$ cat src/design/dfmc_pkg.sv
// ----------------------------------------------------------------------------
// Digit-framed message checker package
// Shared constants, request and result types, and digit helpers.
// ----------------------------------------------------------------------------
package dfmc_pkg;

	localparam int FIELD_DIGITS    = 4;
	localparam int HEADER_BYTES    = 2 * FIELD_DIGITS;
	localparam int MIN_FRAME       = 3 * FIELD_DIGITS;
	localparam int MAX_FRAME_BYTES = 65535;

	localparam int POS_W = $clog2(MAX_FRAME_BYTES + 1);
	localparam int VAL_W = 14;
	localparam int ODD_W = 17;

	localparam logic [POS_W-1:0] POS_LEAVE    = POS_W'(FIELD_DIGITS);
	localparam logic [POS_W-1:0] POS_HDR      = POS_W'(HEADER_BYTES);
	localparam logic [POS_W-1:0] POS_VALID    = POS_W'(HEADER_BYTES + FIELD_DIGITS);
	localparam logic [POS_W-1:0] POS_LAST_MIN = POS_W'(MIN_FRAME - 1);
	localparam logic [POS_W-1:0] POS_MAX      = POS_W'(MAX_FRAME_BYTES);
	localparam logic [ODD_W-1:0] ODD_MAX      = {ODD_W{1'b1}};

	localparam logic [1:0] STATUS_OK       = 2'd0;
	localparam logic [1:0] STATUS_FORMAT   = 2'd1;
	localparam logic [1:0] STATUS_LENGTH   = 2'd2;
	localparam logic [1:0] STATUS_CHECKSUM = 2'd3;

	localparam logic [7:0] ASCII_ZERO = 8'h30;
	localparam logic [7:0] ASCII_NINE = 8'h39;

	typedef struct packed {
		logic [7:0] rx_byte;
		logic       end_of_frame;
	} rx_item_t;

	typedef struct packed {
		logic [7:0]       payload_byte;
		logic             payload_valid;
		logic             frame_done;
		logic [1:0]       frame_status;
		logic [VAL_W-1:0] mark_value;
	} result_t;

	function automatic logic is_digit(input logic [7:0] c);
		return (c >= ASCII_ZERO) && (c <= ASCII_NINE);
	endfunction

	function automatic logic [3:0] digit_val(input logic [7:0] c);
		logic [7:0] diff;
		diff = c - ASCII_ZERO;
		return is_digit(c) ? diff[3:0] : 4'd0;
	endfunction

endpackage

$ cat src/design/dfmc_frame_state.sv
// ----------------------------------------------------------------------------
// Frame state and status logic
// Running frame counters, header decoding, the four-byte delay line and the
// status decision on the last byte of a frame.
// ----------------------------------------------------------------------------
module dfmc_frame_state (
	input  logic               clk,
	input  logic               arst_n,
	input  logic               step,
	input  dfmc_pkg::rx_item_t item,
	output dfmc_pkg::result_t  result
);

	logic [dfmc_pkg::POS_W-1:0] pos_q;
	logic [dfmc_pkg::VAL_W-1:0] size_q;
	logic [dfmc_pkg::VAL_W-1:0] mark_q;
	logic                       hdr_ok_q;
	logic [dfmc_pkg::ODD_W-1:0] odd_q;
	logic [7:0]                 tail_q [dfmc_pkg::FIELD_DIGITS];

	logic [dfmc_pkg::VAL_W-1:0] size_nxt;
	logic [dfmc_pkg::VAL_W-1:0] mark_nxt;
	logic                       hdr_ok_nxt;
	logic [dfmc_pkg::ODD_W-1:0] odd_nxt;
	logic [7:0]                 tail_nxt [dfmc_pkg::FIELD_DIGITS];
	logic [dfmc_pkg::VAL_W-1:0] check_val;
	logic                       check_ok;
	logic [17:0]                hdr_mul;
	logic [3:0]                 d;
	logic [7:0]                 leaving;
	logic                       leaves;
	logic                       pay_valid;
	logic                       in_hdr;
	logic [1:0]                 status;

	always_comb begin
		logic [7:0] c;
		leaving   = tail_q[0];
		leaves    = pos_q >= dfmc_pkg::POS_LEAVE;
		pay_valid = pos_q >= dfmc_pkg::POS_VALID;
		in_hdr    = pos_q < dfmc_pkg::POS_HDR;

		odd_nxt = odd_q;
		if (leaves && leaving[0] && (odd_q != dfmc_pkg::ODD_MAX)) begin
			odd_nxt = odd_q + dfmc_pkg::ODD_W'(1);
		end

		for (int i = 0; i < dfmc_pkg::FIELD_DIGITS - 1; i++) begin
			tail_nxt[i] = tail_q[i + 1];
		end
		tail_nxt[dfmc_pkg::FIELD_DIGITS-1] = item.rx_byte;

		d = dfmc_pkg::digit_val(item.rx_byte);
		hdr_mul = (pos_q < dfmc_pkg::POS_LEAVE) ? 18'(mark_q) : 18'(size_q);
		hdr_mul = hdr_mul * 18'd10 + 18'(d);
		mark_nxt = mark_q;
		size_nxt = size_q;
		hdr_ok_nxt = hdr_ok_q;
		if (in_hdr) begin
			hdr_ok_nxt = hdr_ok_q & dfmc_pkg::is_digit(item.rx_byte);
			if (pos_q < dfmc_pkg::POS_LEAVE) begin
				mark_nxt = hdr_mul[dfmc_pkg::VAL_W-1:0];
			end else begin
				size_nxt = hdr_mul[dfmc_pkg::VAL_W-1:0];
			end
		end

		check_ok  = 1'b1;
		check_val = '0;
		for (int i = 0; i < dfmc_pkg::FIELD_DIGITS; i++) begin
			c = tail_nxt[i];
			check_ok  = check_ok & dfmc_pkg::is_digit(c);
			check_val = dfmc_pkg::VAL_W'(check_val * dfmc_pkg::VAL_W'(10))
				+ dfmc_pkg::VAL_W'(dfmc_pkg::digit_val(c));
		end

		if ((pos_q < dfmc_pkg::POS_LAST_MIN) || !hdr_ok_nxt || !check_ok) begin
			status = dfmc_pkg::STATUS_FORMAT;
		end else if ((pos_q >= dfmc_pkg::POS_MAX)
			|| ((pos_q - dfmc_pkg::POS_LAST_MIN) != dfmc_pkg::POS_W'(size_nxt))) begin
			status = dfmc_pkg::STATUS_LENGTH;
		end else if (dfmc_pkg::ODD_W'(check_val) != odd_nxt) begin
			status = dfmc_pkg::STATUS_CHECKSUM;
		end else begin
			status = dfmc_pkg::STATUS_OK;
		end

		result.payload_byte  = pay_valid ? leaving : 8'd0;
		result.payload_valid = pay_valid;
		result.frame_done    = item.end_of_frame;
		result.frame_status  = item.end_of_frame ? status : dfmc_pkg::STATUS_OK;
		result.mark_value    = (item.end_of_frame && (status != dfmc_pkg::STATUS_FORMAT))
			? mark_nxt : '0;
	end

	always_ff @(posedge clk or negedge arst_n) begin
		if (!arst_n) begin
			pos_q    <= '0;
			size_q   <= '0;
			mark_q   <= '0;
			hdr_ok_q <= 1'b1;
			odd_q    <= '0;
			for (int i = 0; i < dfmc_pkg::FIELD_DIGITS; i++) begin
				tail_q[i] <= '0;
			end
		end else if (step) begin
			if (item.end_of_frame) begin
				pos_q    <= '0;
				size_q   <= '0;
				mark_q   <= '0;
				hdr_ok_q <= 1'b1;
				odd_q    <= '0;
				for (int i = 0; i < dfmc_pkg::FIELD_DIGITS; i++) begin
					tail_q[i] <= '0;
				end
			end else begin
				if (pos_q < dfmc_pkg::POS_MAX) begin
					pos_q <= pos_q + dfmc_pkg::POS_W'(1);
				end
				size_q   <= size_nxt;
				mark_q   <= mark_nxt;
				hdr_ok_q <= hdr_ok_nxt;
				odd_q    <= odd_nxt;
				for (int i = 0; i < dfmc_pkg::FIELD_DIGITS; i++) begin
					tail_q[i] <= tail_nxt[i];
				end
			end
		end
	end

endmodule

$ cat config.mk
export PLATFORM = sky130hd
export DESIGN_NAME = dfmc_frame_state
export DESIGN_NICKNAME = d
export VERILOG_FILES = /design/src/design/dfmc_pkg.sv /design/src/design/dfmc_frame_state.sv
export SDC_FILE = /design/constraint.sdc
export NUM_CORES = 1
export LEC_CHECK = 0
export BUFFER_PORTS_ARGS = -buffer_cell sky130_fd_sc_hd__buf_2
export CAP_MARGIN = 30
export CORE_MARGIN = 5
export CORE_UTILIZATION = 40
export DETAILED_ROUTE_END_ITERATION = 8
export SYNTH_ARGS = -nofsm -noshare
export SYNTH_HDL_FRONTEND = slang
export SYNTH_SLANG_ARGS = --single-unit
$ cat constraint.sdc
create_clock -name clk -period 11.7 [get_ports clk]
set_input_delay 0.585 -clock clk [delete_from_list [all_inputs] [get_ports clk]]
set_output_delay 0.585 -clock clk [all_outputs]
set_load 0.05 [all_outputs]
==> results.json, run 1 <==
{
  "status": "completed",
  "yosysSeqAreaShare_pct": 26.3,
  "p_switching_mw": 0.312,
  "synth_edf_count": 0,
  "clk_pin_slew_worst_paths_ps": 70,
  "cts_resized": 0,
  "max_stage_delay_ps": 790,
  "drtIter0Drc": 544,
  "core_area_um2": 22000,
  "clk_path_buf_depth": 2,
  "ios": 38,
  "htree_levels": 3,
  "leakagePower_nw": 4.15,
  "slew_headroom_pct": 37.2,
  "wire_per_inst_um": 16.3,
  "clk_latency_ps": 350,
  "port_buffers": 37,
  "place_area_um2": 9270,
  "place_ws_ps": 3180,
  "hpwl_um": 16200,
  "path_max_fanout": 6,
  "fin_tns_setup_ps": 0,
  "power.density_nw_per_um2": 98.3,
  "netlist_top_cells_area": "dfrtp_1, ha_1, xnor2_1, inv_1, xor2_1",
  "drive_gt1_share_pct": 7.85,
  "critPathCaptureType": "output pin",
  "syn_to_final_growth_pct": 6.81,
  "synth_seq_cells": 94,
  "grt_max_degree": 82,
  "root_buffer": "clkbuf_16",
  "p_clk_share_pct": 32.2,
  "routed_wirelength_um": 22200,
  "period_share_pct": 75.9,
  "rsz0062_at_grt": "no",
  "syn_inst": 1082,
  "finalPower_mw": 0.940,
  "worst_path_max_delay_cell": "a2111oi_0",
  "start_util_pct": 40.8,
  "whs_ps": 177,
  "cts_sinks": 94,
  "die_x_um": 160,
  "die_h_um": 160,
  "critical_path_class": "reg -> out",
  "die-area_um2": 25500,
  "cpMostUsedCell": "ha_1",
  "yosys_warnings": 0,
  "max_freq_ghz": 0.113,
  "grt_pass1_vias": 7180,
  "fin_crit_ps": 8880,
  "ant_nets": 0,
  "setup_viol": 0,
  "post-route-cell-area_um2": 9560,
  "antenna_found_initial": 0,
  "timing.final.hold_violations": 0,
  "synthDistinctLibCells": 83,
  "synthesis.nets": 1174,
  "power.internal_mw": 0.628,
  "postCtsSetupRepairBufs": 0,
  "hold_path.class": "in -> async",
  "synth_top_area_cell": "dfrtp_1",
  "n_fill_cell": 2172,
  "synthesis.area_um2": 8950,
  "maxSlewViolCount": 0,
  "worstRegToRegCells": 16,
  "start_kind": "flip-flop",
  "grt_pass1_wl_um": 37100,
  "gr-total-overflow": 0,
  "cp.required_ps": 11120,
  "rows": 54,
  "drc_errors": 0,
  "synthFlopType": "dfrtp_1",
  "drv_cap": 0,
  "diodes": 0,
  "route.detailed.vias_per_inst": 5.62,
  "numCtsBuffers": 9,
  "ctsHoldBuffers": 0,
  "finalClockSkew_ps": 9.80,
  "worstMarginPinSlew_ps": 919,
  "vdd_ir_drop_max_v": 0.0000634,
  "worstPathArrival_ps": 8300,
  "setup_slack_ps": 2820,
  "synth_top_area_share_pct": 26.0,
  "swShare_pct": 33.2,
  "grt.total_usage_pct": 17.3,
  "gp_congestion": 0.815,
  "p_comb_share_pct": 26.2,
  "p_seq_share_pct": 41.6,
  "drtPass1Iterations": 7,
  "cts_tree": "done",
  "via_count": 7659,
  "async_flop_share_pct": 100,
  "synth_area_per_cell_um2": 8.28,
  "nNetsFinal": 1171
}
worst paths after layout:
check / startpoint / end / slack (ps)
max in group asynchronous: arst_n / odd_q[7] / 10340
hold / removal: arst_n / pos_q[5] / 180
setup / recovery: tail_nxt[31] / result[14] / 2820
hold reg to reg: hdr_ok_q / hdr_ok_q / 480
setup reg to reg: pos_q[11] / size_q[12] / 6540
min in group clk: hdr_ok_q / hdr_ok_q / 480
cell usage after synthesis, types with 22 or more instances:
master and number:
nand2_1 78, clkbuf_1 39, o22ai_1 48, xor2_1 40, nor2_1 64, ha_1 72, nor3_1 22, inv_1 102
xnor2_1 56, a21oi_1 48, nand3b_1 34, o21ai_0 66, dfrtp_1 93
power groups by stage:
stage          Sequential, mW  Combinational, mW  Clock [mW]
2_1_floorplan           0.385              0.193           0
3_3_place_gp            0.395              0.242           0
3_5_place_dp            0.396              0.243           0
4_1_cts                 0.390              0.245       0.308
5_1_grt                 0.396              0.275       0.321
6_report                0.391              0.247       0.303
worst max-delay path: cells and delay by family, from the launching register on:
kind,cells,cell delay [ps]
AOI/OAI and AO/OA,6,2120
xor gates and xnor gates,4,780
adders and majority gates,7,2320
buffers and inverters,1,260
DFF,1,390
and+or+nand+nor,9,2100
layer usage:
layer | vias to the layer above | GRT usage [%] | share of wire (%)
met1 | 3651 | 26.7 | 53
met2 | 129 | 26.2 | 43
met3 | 17 | 2.14 | 3.2
li1 | 3862 | - | -
met4 | 0 | 3.00 | 0.82
met5 | - | 0 | 0
stage by stage:
step / std cells / utilization, %
after floorplan: 1082 / -
after global placement: 1348 / 42.2
after detailed placement: 1348 / 42.2
after CTS: 1363 / 43.5
after global routing: 1363 / 43.5
final: 1363 / 43.5
layout by cell type, fill, tap and decap left out, types with 5 or more instances in the layout:
cell / netlist / routed
a211oi_1: 9 / 9
xor2_1: 40 / 40
a21oi_1: 48 / 48
o21ai_1: 5 / 5
nand4_1: 18 / 18
a22oi_1: 14 / 14
nor3_1: 22 / 22
nand2_1: 78 / 78
buf_4: 2 / 7
buf_2: 9 / 35
clkbuf_16: 0 / 9
and4_1: 5 / 5
a21boi_0: 12 / 12
or4_1: 6 / 6
a21o_1: 9 / 9
nor2b_1: 11 / 11
a31oi_1: 11 / 11
o22ai_1: 48 / 48
fa_1: 8 / 8
nand3_1: 19 / 19
o21a_1: 7 / 7
or3_1: 11 / 11
and2_1: 17 / 17
mux2i_1: 15 / 15
xnor2_1: 56 / 56
nand3b_1: 34 / 34
nor3b_1: 13 / 13
nor2_1: 64 / 64
and3_1: 10 / 10
nand2b_1: 10 / 10
o21ai_0: 66 / 66
ha_1: 72 / 72
inv_1: 102 / 102
dfrtp_1: 93 / 93
nor4_1: 9 / 9
sequential cells by signal, indices dropped and copies added, names as in the netlist:
| register | count |
|---|---|
| hdr_ok_q | 1 |
| leaving | 8 |
| mark_q | 14 |
| odd_q | 17 |
| pos_q | 16 |
| size_q | 14 |
| tail_nxt | 24 |
area by class of cell:
type                            count  area [um^2]  area share, %
Multi-Input combinational cell    830         5960           62.3
Sequential cell                    94         2350           24.6
Inverter                          102          383           4.00
Tap cell                          280          350           3.66
Clock buffer                       12          246           2.58
Timing Repair Buffer               42          228           2.38
Clock inverter                      3         45.0          0.471
cells by family (layout without fill, tap and decap cells):
family	Yosys count	after routing	share of synthesized area, %
buffers and inverters	158	159	7.18
AO/OA/AOI/OAI	272	272	19.4
flip-flops	94	94	26.3
multiplexers	20	20	2.31
adder cells (fa/ha/maj)	80	80	11.9
XOR/XNOR	100	100	10.3
AND/OR/NAND/NOR	358	358	22.7
(Power assumes the default switching activity.)
==> run 2: changes to the inputs <==
ABC_AREA = 1   (was not set)
clock period = 8.2 ns   (was 11.7 ns; I/O delays follow)
==> run 2 against run 1 <==
Net effect:
- wire length increased by 6.4%
- total power increased by 50%
- synthesized area increased by 0.56%
- critical path type unchanged
==> results.json, run 2 <==
{
  "worstPathArrival_ps": 7160,
  "maxSlewViolCount": 0,
  "critPathCaptureType": "output pin",
  "drc_errors": 0,
  "gp_congestion": 0.896,
  "cp.required_ps": 7790,
  "yosysMostFrequentCell": "nand2_1",
  "start_util_pct": 40.9,
  "met2_usage_pct": 28.4,
  "max_freq_ghz": 0.132,
  "ant_nets": 0,
  "timing.final.hold_violations": 0,
  "power.density_nw_per_um2": 144,
  "clk_path_buf_depth": 2,
  "htree_levels": 3,
  "fin_cells": 1661,
  "finalClockSkew_ps": 9.49,
  "clk_pin_slew_worst_paths_ps": 70,
  "synth_top_area_cell": "dfrtp_1",
  "route.detailed.vias_per_inst": 5.18,
  "worstHoldStart": "item[8]",
  "root_buffer": "clkbuf_16",
  "status": "completed",
  "worst_path_max_delay_cell": "fa_1",
  "crit_start": "tail_nxt[30]",
  "diodes": 0,
  "clk_latency_ps": 350,
  "synthesis.nets": 1444,
  "async_flop_share_pct": 100,
  "yosys_warnings": 0,
  "die_h_um": 160,
  "grt.busiest_layer": "met2",
  "synthDistinctLibCells": 54,
  "rrSetupSlack_ps": 3630,
  "whs_ps": 285,
  "nNetsFinal": 1468,
  "cpMostUsedCell": "nand2_1",
  "postCtsSetupRepairBufs": 0,
  "mostFrequentLayoutCell": "nand2_1",
  "grt_max_degree": 76,
  "syn_inst": 1352,
  "synth_edf_count": 0,
  "slew_headroom_pct": 39.9,
  "grt.total_usage_pct": 18.6,
  "grt_pass1_vias": 8189,
  "fin_crit_ps": 7570,
  "die_x_um": 160,
  "drtIter0Drc": 519,
  "die-area_um2": 25600,
  "rsz0062_at_grt": "no",
  "fin_tns_setup_ps": 0,
  "grt_util_met3_pct": 2.73,
  "largest_register_ffs": 24,
  "setup_viol": 0,
  "path_max_fanout": 6,
  "core_area_um2": 22000,
  "cts_sinks": 94,
  "wire_per_inst_um": 14.2,
  "critical_path_class": "reg -> out",
  "fin_util_pct": 44.4,
  "final_cell_mix": "nand2_1, inv_1, nor2_1",
  "hold_path.class": "in -> reg",
  "netlist_top_cells_area": "dfrtp_1, nand2_1, ha_1, inv_1, nand3_1",
  "max_stage_delay_ps": 550,
  "synth_seq_cells": 94,
  "drv_cap": 0,
  "rr_startpoint": "pos_q[9]",
  "period_share_pct": 92.3,
  "yosysSeqAreaShare_pct": 26.1,
  "vdd_ir_drop_max_v": 0.0000911,
  "synthesis.area_um2": 9000,
  "port_buffers": 37,
  "via_count": 8612,
  "routed_wirelength_um": 23700,
  "synth_area_per_cell_um2": 6.66,
  "synthFlopType": "dfrtp_1",
  "leakagePower_nw": 5.36,
  "ios": 38,
  "drive_gt1_share_pct": 8.47,
  "numCtsBuffers": 9,
  "finalPower_mw": 1.41,
  "dp_cells": 1644,
  "synth_top_area_share_pct": 25.8,
  "hpwl_um": 18400,
  "syn_to_final_growth_pct": 8.70,
  "cts_tree": "done",
  "gr-total-overflow": 0,
  "ys_top_cells_by_count": "nand2_1, inv_1, nor2_1",
  "start_kind": "flip-flop",
  "rows": 54,
  "antenna_found_initial": 0,
  "worstMarginPinSlew_ps": 901,
  "drtPass1Iterations": 5,
  "grt_pass1_wl_um": 40200,
  "met1_usage_pct": 27.7
}
==> run 2: cell types whose count changed after synthesis, moves of 15 or more <==
cell	change
a21oi_1	-16
and2_1	-16
clkbuf_1	-20
inv_1	+104
mux2i_1	-15
nand2_1	+288
nand3_1	+81
nand3b_1	-21
nand4_1	+21
nor2_1	+54
o21ai_0	-15
o22ai_1	+17
xnor2_1	-46
==> run 2: worst max-delay path: cells and delay by family (launching register included) <==
| family | cells | cell delay (ps) |
|---|---|---|
| XOR/XNOR | 1 | 210 |
| AO/OA/AOI/OAI | 2 | 260 |
| adder cells (fa/ha/maj) | 7 | 2240 |
| flip-flops | 1 | 380 |
| buffers and inverters | 9 | 860 |
| AND/OR/NAND/NOR | 25 | 2840 |
==> run 2: logic make-up (layout without fill, tap and decap cells) <==
logic type               after synthesis  count (layout)  synth area share, %
buffers and inverters                246             275                 10.7
adder cells (fa/ha/maj)               80              80                 11.8
AND/OR/NAND/NOR                      710             710                 35.2
XOR/XNOR                              49              49                 4.93
AO/OA/AOI/OAI                        173             173                 11.2
flip-flops                            94              94                 26.1
==> run 2: final timing paths <==
path / end / cells past startpoint
max: result[15] / 44
min reg2reg: mark_q[13] / 2
min: tail_nxt[15] / 3
max in group asynchronous: mark_q[4] / 3
max reg2reg: mark_q[13] / 24
min in group asynchronous: tail_nxt[12] / 2
==> run 2: where the power goes <==
group	switching (mW)	internal, mW	total [mW]
Combinational	0.275	0.132	0.407
Clock	0.205	0.281	0.486
Sequential	0.0190	0.497	0.516
Total	0.499	0.910	1.41
==> run 2: through the flow <==
stage	setup slack, ps	instance area (um^2)
finish	629	9790
global route	2.50	9790
CTS	566	9770
detailed placement	969	9430
global placement	995	9430
floorplan	1500	9000
==> run 2: final cells by class <==
cell class	count	area, um^2
repair buffers	42	230
multi-input cells	1012	5700
flip-flops and latches	94	2350
fillers	2358	12200
inverters	217	816
clock buffers	10	239
well taps	280	350
clock inverters	6	97.6
==> run 2: what timing repair did <==
item,4_1_cts,5_1_grt
hold endpoints to repair,27,0
setup endpoints to repair,0,2
gates resized for setup,0,2
hold buffers,1,0
==> run 2: layer usage <==
metal,wire (um),share of wire [%],up-vias
met1,12100,51,3932
met2,10200,43,189
li1,-,-,4465
met4,347,1.5,0
met3,1050,4.4,26
met5,0,0,-
==> run 3: changes to the inputs <==
==> constraint.sdc (replaced) <==
create_clock -name clk -period 8.2 [get_ports clk]
set_input_delay 1.64 -clock clk [delete_from_list [all_inputs] [get_ports clk]]
set_output_delay 1.64 -clock clk [all_outputs]
set_load 0.05 [all_outputs]
==> run 3 against run 2 <==
Net effect:
- critical path depth down 7
- wire length up 5.4%
- via count up 3.1%
- first-iteration DRC count up 18%
- hold slack better by 200 ps
- sequential cell count unchanged
- non-clock buffer count up 24
- register-to-register slack better by 50 ps
==> results.json, run 3 (synthesized netlist as in run 2, its figures left out) <==
{
  "grt_pass1_vias": 8385,
  "cts_tree": "done",
  "period_share_pct": 98.3,
  "largest_register_ffs": 24,
  "numCtsBuffers": 9,
  "worstPathArrival_ps": 6420,
  "p_seq_share_pct": 36.7,
  "slew_headroom_pct": 42.4,
  "clk_latency_ps": 360,
  "route.detailed.vias_per_inst": 5.27,
  "start_util_pct": 40.9,
  "swShare_pct": 34.3,
  "diodes": 0,
  "grt_max_degree": 76,
  "cts_sinks": 94,
  "worst_path_max_delay_cell": "fa_2",
  "die_x_um": 160,
  "ant_nets": 0,
  "crit_buf_inv": 7,
  "worstRegToRegCells": 24,
  "place_ws_ps": 4.58,
  "clk_pin_slew_worst_paths_ps": 70,
  "drc_errors": 0,
  "ios": 38,
  "fin_crit_ps": 8060,
  "p_comb_share_pct": 28.9,
  "hold_path.class": "reg -> reg",
  "die-area_um2": 25600,
  "fin_tns_setup_ps": 0,
  "grt_pass1_wl_um": 40700,
  "drtPass1Iterations": 5,
  "routed_wirelength_um": 24900,
  "drtIter0Drc": 611,
  "maxSlewViolCount": 0,
  "max_freq_ghz": 0.124,
  "critical_path_class": "reg -> out",
  "power.internal_mw": 0.928,
  "gr-total-overflow": 0,
  "via_count": 8883,
  "r2r-end": "mark_q[13]",
  "gp_congestion": 0.873,
  "start_kind": "flip-flop",
  "antenna_found_initial": 1,
  "max_stage_delay_ps": 530,
  "power.density_nw_per_um2": 133,
  "die_h_um": 160,
  "crit_family": "simple AND/OR/NAND/NOR gates",
  "vdd_ir_drop_max_v": 0.000108,
  "worstHoldStart": "mark_q[13]",
  "status": "completed",
  "rrSetupSlack_ps": 3680,
  "root_buffer": "clkbuf_16",
  "hpwl_um": 18500,
  "port_buffers": 37,
  "path_max_fanout": 5,
  "drive_gt1_share_pct": 17.5,
  "finalClockSkew_ps": 5.22,
  "place_area_um2": 9480,
  "clk_path_buf_depth": 2,
  "critPathCaptureType": "output pin",
  "rsz0062_at_grt": "yes",
  "syn_to_final_growth_pct": 18.4,
  "grt.total_usage_pct": 19.0,
  "min_to": "mark_q[13]",
  "whs_path_depth": 2,
  "leakagePower_nw": 5.49,
  "mostFrequentLayoutCell": "nand2_1",
  "htree_levels": 3,
  "nNetsFinal": 1492,
  "cp.required_ps": 6560,
  "setup_viol": 0,
  "p_clk_share_pct": 34.4,
  "timing.final.hold_violations": 0,
  "core_area_um2": 22000,
  "cpMostUsedCell": "ha_4",
  "final_cell_mix": "nand2_1, inv_1, nor2_1",
  "post-route-cell-area_um2": 10700,
  "drv_cap": 0,
  "rr_startpoint": "pos_q[9]",
  "rows": 54,
  "setup_slack_ps": 136,
  "worstMarginPinSlew_ps": 863,
  "wire_per_inst_um": 14.8,
  "p_switching_mw": 0.485,
  "ctsHoldBuffers": 0
}
## run 3: changes by cell type in the layout (fill, tap and decap cells not counted), moves of 13 or more
| cell | change |
|---|---|
| inv_1 | -15 |
| buf_4 | +22 |
| ha_1 | -23 |
| inv_2 | +13 |
| nor2_1 | -13 |
| nand2_1 | -24 |
| ha_4 | +20 |
| nand2_2 | +20 |
## run 3: how the worst max path moves through the flow
stage	slack (ps)	end	start	depth (start not counted)
2_1_floorplan	270	result[15]	tail_nxt[30]	40
3_3_place_gp	90	result[14]	tail_nxt[30]	45
3_5_place_dp	5	result[14]	tail_nxt[30]	41
4_1_cts	20	result[14]	tail_nxt[30]	39
5_1_grt	-250	result[15]	tail_nxt[31]	44
6_report	140	result[15]	tail_nxt[31]	37
## run 3: layer usage
metal	global-route usage (%)	up-vias	wire length (um)
li1	-	4512	-
met1	27.1	4158	12200
met2	30.1	180	11100
met3	3.48	31	1210
met4	4.77	2	454
met5	0	-	7
## run 3: timing repair
action / in CTS / in global routing
pin swaps: 13 / 53
setup endpoints to repair: 2 / 2
buffers inserted: 5 / 13
gates resized for setup: 28 / 112
## run 3: final cells by class
type	count	area, um^2
Fill cell	2189	11400
Multi-Input combinational cell	1012	6360
Sequential cell	94	2350
Inverter	217	821
Timing Repair Buffer	66	438
Tap cell	280	350
Clock buffer	9	225
Clock inverter	6	109
## run 3: stage by stage
stage               util [%]  cells  total power, mW  hold slack, ps
global route            48.4   1684             1.50             527
floorplan                  -   1352            0.826             448
global placement        43.0   1651            0.922             470
finish                  48.4   1684             1.41             489
detailed placement      43.0   1651            0.925             479
CTS                     45.5   1671             1.42             493
## run 3: worst min-delay path, cell delays in order (launching register included)
cell and delay (ps):
dfrtp_1 340, nand2_1 50, o21ai_0 70
## run 3: power by group through the flow
| stage | Clock (mW) | Combinational [mW] | Sequential (mW) |
|---|---|---|---|
| after global placement | 0 | 0.398 | 0.524 |
| final | 0.486 | 0.409 | 0.518 |
| after detailed placement | 0 | 0.400 | 0.525 |
| after global routing | 0.515 | 0.467 | 0.521 |
| after CTS | 0.499 | 0.404 | 0.517 |
| after floorplan | 0 | 0.307 | 0.519 |
